--- src/rtl/ebml_pkg.sv ---
// Shared types, widths, status codes and the lead byte decoder for the
// EBML element header decoder. No dependencies.

package ebml_pkg;

	localparam int ID_W    = 32;
	localparam int SIZE_W  = 56;
	localparam int COUNT_W = 5;
	localparam int LEFT_W  = 3;
	localparam int STAT_W  = 2;

	localparam logic [STAT_W-1:0] ST_OK        = 2'd0;
	localparam logic [STAT_W-1:0] ST_BAD_LEAD  = 2'd1;
	localparam logic [STAT_W-1:0] ST_TRUNCATED = 2'd2;

	localparam logic [COUNT_W-1:0] MAX_HEADER_BYTES = 5'd16;

	typedef struct packed {
		logic               active;
		logic               in_size_phase;
		logic [LEFT_W-1:0]  bytes_left;
		logic [ID_W-1:0]    id_accum;
		logic [SIZE_W-1:0]  size_accum;
		logic [COUNT_W-1:0] consumed_count;
	} dec_state_t;

	typedef struct packed {
		logic [ID_W-1:0]    element_id;
		logic [SIZE_W-1:0]  element_size;
		logic [COUNT_W-1:0] header_bytes;
		logic [STAT_W-1:0]  status;
	} hdr_t;

	typedef struct packed {
		logic              ok;
		logic [LEFT_W-1:0] more;
		logic [7:0]        payload;
	} lead_t;

	// more: bytes that follow the lead byte in the varint
	function automatic lead_t lead_decode(input logic [7:0] b);
		lead_t r;
		r = '0;
		if ((b & 8'h80) == 8'h80) begin
			r.ok = 1'b1; r.more = 3'd0; r.payload = b & 8'h7F;
		end else if ((b & 8'hC0) == 8'h40) begin
			r.ok = 1'b1; r.more = 3'd1; r.payload = b & 8'h3F;
		end else if ((b & 8'hE0) == 8'h20) begin
			r.ok = 1'b1; r.more = 3'd2; r.payload = b & 8'h1F;
		end else if ((b & 8'hF0) == 8'h10) begin
			r.ok = 1'b1; r.more = 3'd3; r.payload = b & 8'h0F;
		end else if (b == 8'h01) begin
			r.ok = 1'b1; r.more = 3'd7; r.payload = 8'h00;
		end
		return r;
	endfunction

endpackage

--- src/rtl/ebml_if.sv ---
// Valid/ready channel interfaces: one for stream bytes, one for decoded headers.
// Depends on ebml_pkg.

interface ebml_byte_if;
	logic       valid;
	logic       ready;
	logic [7:0] data_byte;
	logic       header_start;
	logic       last_byte;

	modport source(output valid, data_byte, header_start, last_byte, input ready);
	modport sink(input valid, data_byte, header_start, last_byte, output ready);
endinterface

interface ebml_hdr_if;
	logic                        valid;
	logic                        ready;
	logic [ebml_pkg::ID_W-1:0]    element_id;
	logic [ebml_pkg::SIZE_W-1:0]  element_size;
	logic [ebml_pkg::COUNT_W-1:0] header_bytes;
	logic [ebml_pkg::STAT_W-1:0]  status;

	modport source(output valid, element_id, element_size, header_bytes, status,
		input ready);
	modport sink(input valid, element_id, element_size, header_bytes, status,
		output ready);
endinterface

--- src/rtl/ebml_step.sv ---
// Next-state and result logic for one stream byte of the header decoder.
// Depends on ebml_pkg.

module ebml_step (
	input  ebml_pkg::dec_state_t state,
	input  logic [7:0]           data_byte,
	input  logic                 header_start,
	input  logic                 last_byte,
	output ebml_pkg::dec_state_t next_state,
	output logic                 emit,
	output ebml_pkg::hdr_t       result
);
	import ebml_pkg::*;

	always_comb begin
		dec_state_t n;
		lead_t      ld;
		logic       done;
		n    = state;
		ld   = lead_decode(data_byte);
		done = 1'b0;
		emit = 1'b0;
		result = '0;
		if (header_start) begin
			n = '0;
			n.active = 1'b1;
		end
		if (n.active) begin
			n.consumed_count = n.consumed_count + 1'b1;
			if (n.bytes_left == '0) begin
				if (!ld.ok) begin
					done = 1'b1;
					result.status = ST_BAD_LEAD;
				end else begin
					if (n.in_size_phase)
						n.size_accum = {{(SIZE_W-8){1'b0}}, ld.payload};
					else
						n.id_accum = {{(ID_W-8){1'b0}}, data_byte};
					n.bytes_left = ld.more;
				end
			end else begin
				if (n.in_size_phase)
					n.size_accum = {n.size_accum[SIZE_W-9:0], data_byte};
				else
					n.id_accum = {n.id_accum[ID_W-9:0], data_byte};
				n.bytes_left = n.bytes_left - 1'b1;
			end
			if (!done && n.bytes_left == '0) begin
				if (n.in_size_phase) begin
					done = 1'b1;
					result.status       = ST_OK;
					result.element_id   = n.id_accum;
					result.element_size = n.size_accum;
				end else begin
					n.in_size_phase = 1'b1;
				end
			end
			if (!done && last_byte) begin
				done = 1'b1;
				result.status = ST_TRUNCATED;
			end
			if (done) begin
				emit = 1'b1;
				result.header_bytes = n.consumed_count;
				n.active = 1'b0;
			end
		end
		next_state = n;
	end

endmodule

--- src/rtl/ebml_element_header_decoder.sv ---
// Top level of the EBML element header decoder: input register, decode step,
// result register. Depends on ebml_pkg, ebml_if and ebml_step.

// One stream byte per cycle is accepted, sustained while results are taken,
// whatever the header lengths: a byte is captured in the input register,
// decoded by a single shift-and-mask step against the header state, and any
// finished header is then registered in the result register. While a result
// waits untaken, the byte in the input register waits with it, so the input
// stalls once that register is also full. A header start byte always restarts
// decoding; errors report status 1 (invalid lead) or 2 (buffer end).

module ebml_element_header_decoder (
	input logic        clk,
	input logic        arst_n,
	ebml_byte_if.sink  bytes,
	ebml_hdr_if.source headers
);
	import ebml_pkg::*;

	logic       valid_s1;
	logic [7:0] byte_s1;
	logic       start_s1;
	logic       last_s1;

	dec_state_t state_q;
	dec_state_t state_d;
	logic       emit;
	hdr_t       result;

	logic       valid_s2;
	hdr_t       hdr_s2;
	logic       advance;

	assign advance     = !valid_s2 || headers.ready;
	assign bytes.ready = !valid_s1 || advance;

	always_ff @(posedge clk or negedge arst_n) begin
		if (!arst_n) begin
			valid_s1 <= 1'b0;
		end else if (bytes.ready) begin
			valid_s1 <= bytes.valid;
		end
	end

	always_ff @(posedge clk) begin
		if (bytes.ready && bytes.valid) begin
			byte_s1  <= bytes.data_byte;
			start_s1 <= bytes.header_start;
			last_s1  <= bytes.last_byte;
		end
	end

	ebml_step u_step (
		.state       (state_q),
		.data_byte   (byte_s1),
		.header_start(start_s1),
		.last_byte   (last_s1),
		.next_state  (state_d),
		.emit        (emit),
		.result      (result)
	);

	always_ff @(posedge clk or negedge arst_n) begin
		if (!arst_n) begin
			state_q  <= '0;
			valid_s2 <= 1'b0;
		end else if (advance) begin
			valid_s2 <= valid_s1 && emit;
			if (valid_s1)
				state_q <= state_d;
		end
	end

	always_ff @(posedge clk) begin
		if (advance && valid_s1 && emit)
			hdr_s2 <= result;
	end

	assign headers.valid        = valid_s2;
	assign headers.element_id   = hdr_s2.element_id;
	assign headers.element_size = hdr_s2.element_size;
	assign headers.header_bytes = hdr_s2.header_bytes;
	assign headers.status       = hdr_s2.status;

`ifndef SYNTHESIS
	a_err_zero: assert property (@(posedge clk) disable iff (!arst_n)
		headers.valid && headers.status != ST_OK
		|-> headers.element_id == '0 && headers.element_size == '0)
		else $error("error header carries nonzero id or size");

	a_count_range: assert property (@(posedge clk) disable iff (!arst_n)
		headers.valid |-> headers.header_bytes != '0
		&& headers.header_bytes <= MAX_HEADER_BYTES)
		else $error("header byte count out of range");

	a_ok_len: assert property (@(posedge clk) disable iff (!arst_n)
		headers.valid && headers.status == ST_OK |-> headers.header_bytes >= 5'd2)
		else $error("complete header shorter than two bytes");

	a_stall_s1: assert property (@(posedge clk) disable iff (!arst_n)
		valid_s1 && !advance |=> valid_s1 && $stable(byte_s1) && $stable(state_q))
		else $error("input stage lost an item while stalled");
`endif

endmodule
--- src/flat_wrapper.sv ---
// flat-port wrapper written by rule: the top's interface ports become plain ports
module ebml_element_header_decoder_flat import ebml_pkg::*;
  (clk, arst_n, bytes_valid, bytes_data_byte, bytes_header_start, bytes_last_byte, bytes_ready, headers_valid, headers_element_id, headers_element_size, headers_header_bytes, headers_status, headers_ready);
  ebml_byte_if bytes_i ();
  ebml_hdr_if headers_i ();
  input logic clk;
  input logic arst_n;
  input wire logic [$bits(bytes_i.valid)-1:0] bytes_valid;
  input wire logic [$bits(bytes_i.data_byte)-1:0] bytes_data_byte;
  input wire logic [$bits(bytes_i.header_start)-1:0] bytes_header_start;
  input wire logic [$bits(bytes_i.last_byte)-1:0] bytes_last_byte;
  output wire logic [$bits(bytes_i.ready)-1:0] bytes_ready;
  output wire logic [$bits(headers_i.valid)-1:0] headers_valid;
  output wire logic [$bits(headers_i.element_id)-1:0] headers_element_id;
  output wire logic [$bits(headers_i.element_size)-1:0] headers_element_size;
  output wire logic [$bits(headers_i.header_bytes)-1:0] headers_header_bytes;
  output wire logic [$bits(headers_i.status)-1:0] headers_status;
  input wire logic [$bits(headers_i.ready)-1:0] headers_ready;
  assign bytes_i.valid = bytes_valid;
  assign bytes_i.data_byte = bytes_data_byte;
  assign bytes_i.header_start = bytes_header_start;
  assign bytes_i.last_byte = bytes_last_byte;
  assign bytes_ready = bytes_i.ready;
  assign headers_valid = headers_i.valid;
  assign headers_element_id = headers_i.element_id;
  assign headers_element_size = headers_i.element_size;
  assign headers_header_bytes = headers_i.header_bytes;
  assign headers_status = headers_i.status;
  assign headers_i.ready = headers_ready;
  ebml_element_header_decoder u_core (.clk(clk), .arst_n(arst_n), .bytes(bytes_i), .headers(headers_i));
endmodule
--- config.mk ---
export PLATFORM = sky130hd
export DESIGN_NAME = ebml_element_header_decoder_flat
export DESIGN_NICKNAME = d
export VERILOG_FILES = /design/src/rtl/ebml_pkg.sv /design/src/rtl/ebml_if.sv /design/src/rtl/ebml_step.sv /design/src/rtl/ebml_element_header_decoder.sv /design/src/flat_wrapper.sv
export SDC_FILE = /design/constraint.sdc
export NUM_CORES = 1
export LEC_CHECK = 0
export ABC_AREA = 1
export BUFFER_PORTS_ARGS = -buffer_cell sky130_fd_sc_hd__buf_2
export CORE_MARGIN = 5
export CORE_UTILIZATION = 43
export CTS_BUF_LIST = sky130_fd_sc_hd__clkbuf_4
export CTS_CLUSTER_DIAMETER = 200
export DETAILED_ROUTE_END_ITERATION = 7
export PLACE_DENSITY = 0.7
export SLEW_MARGIN = 20
export SYNTH_ARGS = -nofsm -noshare
export SYNTH_HDL_FRONTEND = slang
export SYNTH_HIERARCHICAL = 1
export SYNTH_SLANG_ARGS = --single-unit
--- constraint.sdc ---
create_clock -name clk -period 9.5 [get_ports clk]
set_clock_uncertainty 0.05 [all_clocks]
set_input_delay 0.95 -clock clk [delete_from_list [all_inputs] [get_ports clk]]
set_output_delay 0.95 -clock clk [all_outputs]
set_load 0.01 [all_outputs]
==> out/results.txt <==
Inserted Clock Buffers = 51
core area = 25110 um^2
Placed Cells = 1716
Max H-tree Level = 2
flops & latches, synth = 205
Net Sw Frac = 38.52%
fin. max-slew vios = 0
Internal Power = 1.626 mW
Netlist cell types = 35
clk buf depth = 3
Die Area = 28700 um^2
Fill cells = 2493
Final Cycle Share = 49.31%
count of final setup violators = 0
clk sink count = 205
Comb power frac = 29.8%
crit path max fanout = 88
relative slew slack = 34.28%
initial drt markers = 1218
IO buf count = 110
Slew @ Worst Pin = 0.9822 ns
Post-Syn Area = 10930 um^2
synthesized area per cell = 8.018 um^2
Max Cap Violations = 0
Power Dens Cells = 217.0 nW/um^2
# DRC = 0
clk slew on worst S/H paths = 0.06 ns
root buf cell = clkbuf_4
initial antenna violation count = 1
DP Wirelength = 17.75 mm
Area Overhead vs Synth = 11.51%
post-route ant nets = 0
most frequent cells in the layout = nand2_1 (304), nor2_1 (169), o21ai_0 (152)
sequential share of the synthesized area = 51.75%
overall track demand over capacity in global routing = 20.17%
CTS tree = yes
total setup buffers inserted after CTS = 0
WS Path Type = reg2reg
synthesized net count = 1380
Flop pwr share = 43.4%
critical path arrival = 4.90 ns
largest net degree at the start of global routing = 99
share of cells above drive strength 1 = 15.52%
Non-Filler Instances = 1813
Finished Core Util = 48.53%
Max Fclk = 0.2135 GHz
drt via density = 5.437
Hold Crit Class = in2async
post-cts gate resize count = 0
RSZ-0062 raised after global routing = no
number of global-route vias before repair = 9257
first-pass GRT wire length = 47.68 mm
commonest non-fill, non-tap cell in the layout = nand2_1
layout net count = 1457
Design Power = 2.645 mW
Yosys Warn Count = 6
row cnt = 58
endpoints failing hold = 0
Starting Density = 43.52%
final worst setup slack = 4.816 ns
drt first pass iters = 5
Die H = 169.4 um
Skew-Pair Late Insertion Delay = 0.64 ns
WL per Instance = 16.27 um
Mapped Cells = 1363
crit path launch type = flip-flop
Hold-fix buffers, CTS = 0
Setup TNS = 0 ns
Detailed Route WL = 29.50 mm
status = finished clean
Tmin final = 4.684 ns
power share of the clock group = 26.8%
total congestion overflow = 0
Worst setup EP type = flip-flop
Switch Pwr = 1.019 mW
vias = 9857
pre-CTS WS = 4.884 ns
Die X = 169.4 um
Req. time, crit path = 9.72 ns
RD Place Congestion = 0.8823
LEAKAGE = 5.182 nW
Top Ports = 111
Max rail drop VDD = 0.08455 mV
-- power groups by stage --
stage               combinational, mW  sequential, mW  clock (mW)
floorplan                       0.586            1.16           0
global placement                0.758            1.16           0
detailed placement              0.774            1.16           0
CTS                             0.778            1.15       0.736
global route                    0.880            1.16       0.779
finish                          0.789            1.15       0.709
-- area by class of cell --
type	count	area, um^2	area share, %
antenna	1	2.502	0.02054
tap	330	412.9	3.388
inverter	133	499.2	4.097
clock buffer	70	525.5	4.313
sequential	205	5657	46.42
clock inverter	25	101.3	0.8317
timing repair buffer	123	670.6	5.504
multi-input combinational	926	4317	35.42
-- cell usage after synthesis --
library cell  number  area, um^2
o22ai_1           13       81.33
inv_1            120       450.4
buf_2             28       140.1
buf_6              4       45.04
nand2_1          304        1141
inv_2             13       48.80
buf_1             13       48.80
o21ai_1           32       160.2
nand2_2            3       18.77
nand4_1            8       50.05
o211ai_1          15       112.6
a32oi_1            8       70.07
nand3b_1           1       7.510
nor3_1            35       175.2
a31oi_1            5       31.28
edfxtp_1         105        3153
or2_2              1       6.260
o21ai_2            1       8.760
nor2_1           170       638.1
buf_4             11       82.58
a221oi_1           9       78.83
clkbuf_1          43       161.4
o21ai_0          152       760.7
o21a_1             1       7.510
dfrtp_1          100        2502
nand3_1          114       570.6
nor2_2             4       25.02
a21oi_1           25       125.1
a22oi_1            7       52.55
ha_1               3       37.54
nand2_4            2       22.52
nor2_4             1       11.26
nand3_4            1       17.52
o21bai_1          10       75.07
nand3_2            1       10.01
-- metal layers --
metal	wire (um)	share of wire (%)	track usage, %
met4	480	1.6	5.705
met1	12770	43	28.16
met5	0	0	0
met3	2496	8.5	4.030
met2	13760	47	32.25
-- critical path: stages, from the launching register on --
cell,delay (ns)
edfxtp_1,0.38
buf_4,0.22
inv_2,0.51
nand2_1,0.16
ha_1,0.25
ha_1,0.23
inv_1,0.27
nor2_1,0.10
nand2_1,0.07
nand2_1,0.07
nor2_1,0.14
nand3_2,0.08
buf_4,0.43
nand3_1,0.28
nand2_1,0.13
inv_1,0.09
nand2_1,0.10
a21oi_4,0.16
buf_4,0.52
-- sequential cells by signal, indices dropped and copies added (netlist names) --
name                         flops
u_core/headers.header_bytes      5
u_core/headers.element_id       32
u_core/headers.element_size     56
u_core/start_s1                  1
u_core/valid_s1                  1
u_core/last_s1                   1
u_core/state_q                  98
u_core/headers.status            2
u_core/headers.valid             1
u_core/byte_s1                   8
-- kinds of logic after synthesis --
family | count (synthesis) | share of synthesized area [%]
and+or+nand+nor | 645 | 24.65
AOI/OAI and AO/OA | 278 | 14.31
buffers and inverters | 232 | 8.942
DFF | 205 | 51.75
adders and majority gates | 3 | 0.3435
-- path summary, 6_finish.rpt --
check	startpoint	end	slack, ns	cells after the start
min in group clk	u_core/state_q[27]$_DFFE_PN0P_	u_core/state_q[27]$_DFFE_PN0P_	0.42	2
max reg2reg	u_core/start_s1$_DFFE_PP_	u_core/headers.element_size[39]$_DFFE_PP_	4.82	18
min	arst_n	u_core/state_q[3]$_DFFE_PN0P_	0.24	1
min reg2reg	u_core/state_q[27]$_DFFE_PN0P_	u_core/state_q[27]$_DFFE_PN0P_	0.42	2
max	u_core/start_s1$_DFFE_PP_	u_core/headers.element_size[39]$_DFFE_PP_	4.82	18
max in group asynchronous	arst_n	u_core/state_q[35]$_DFFE_PN0P_	7.88	2
-- metrics by stage --
stage / hold slack, ns / area, um^2
finish: 0.2407 / 12190
global route: 0.2268 / 12190
CTS: 0.2079 / 12160
detailed placement: 0.4080 / 11530
global placement: 0.4026 / 11530
floorplan: 0.3919 / 10930
(Power assumes the default switching activity.)
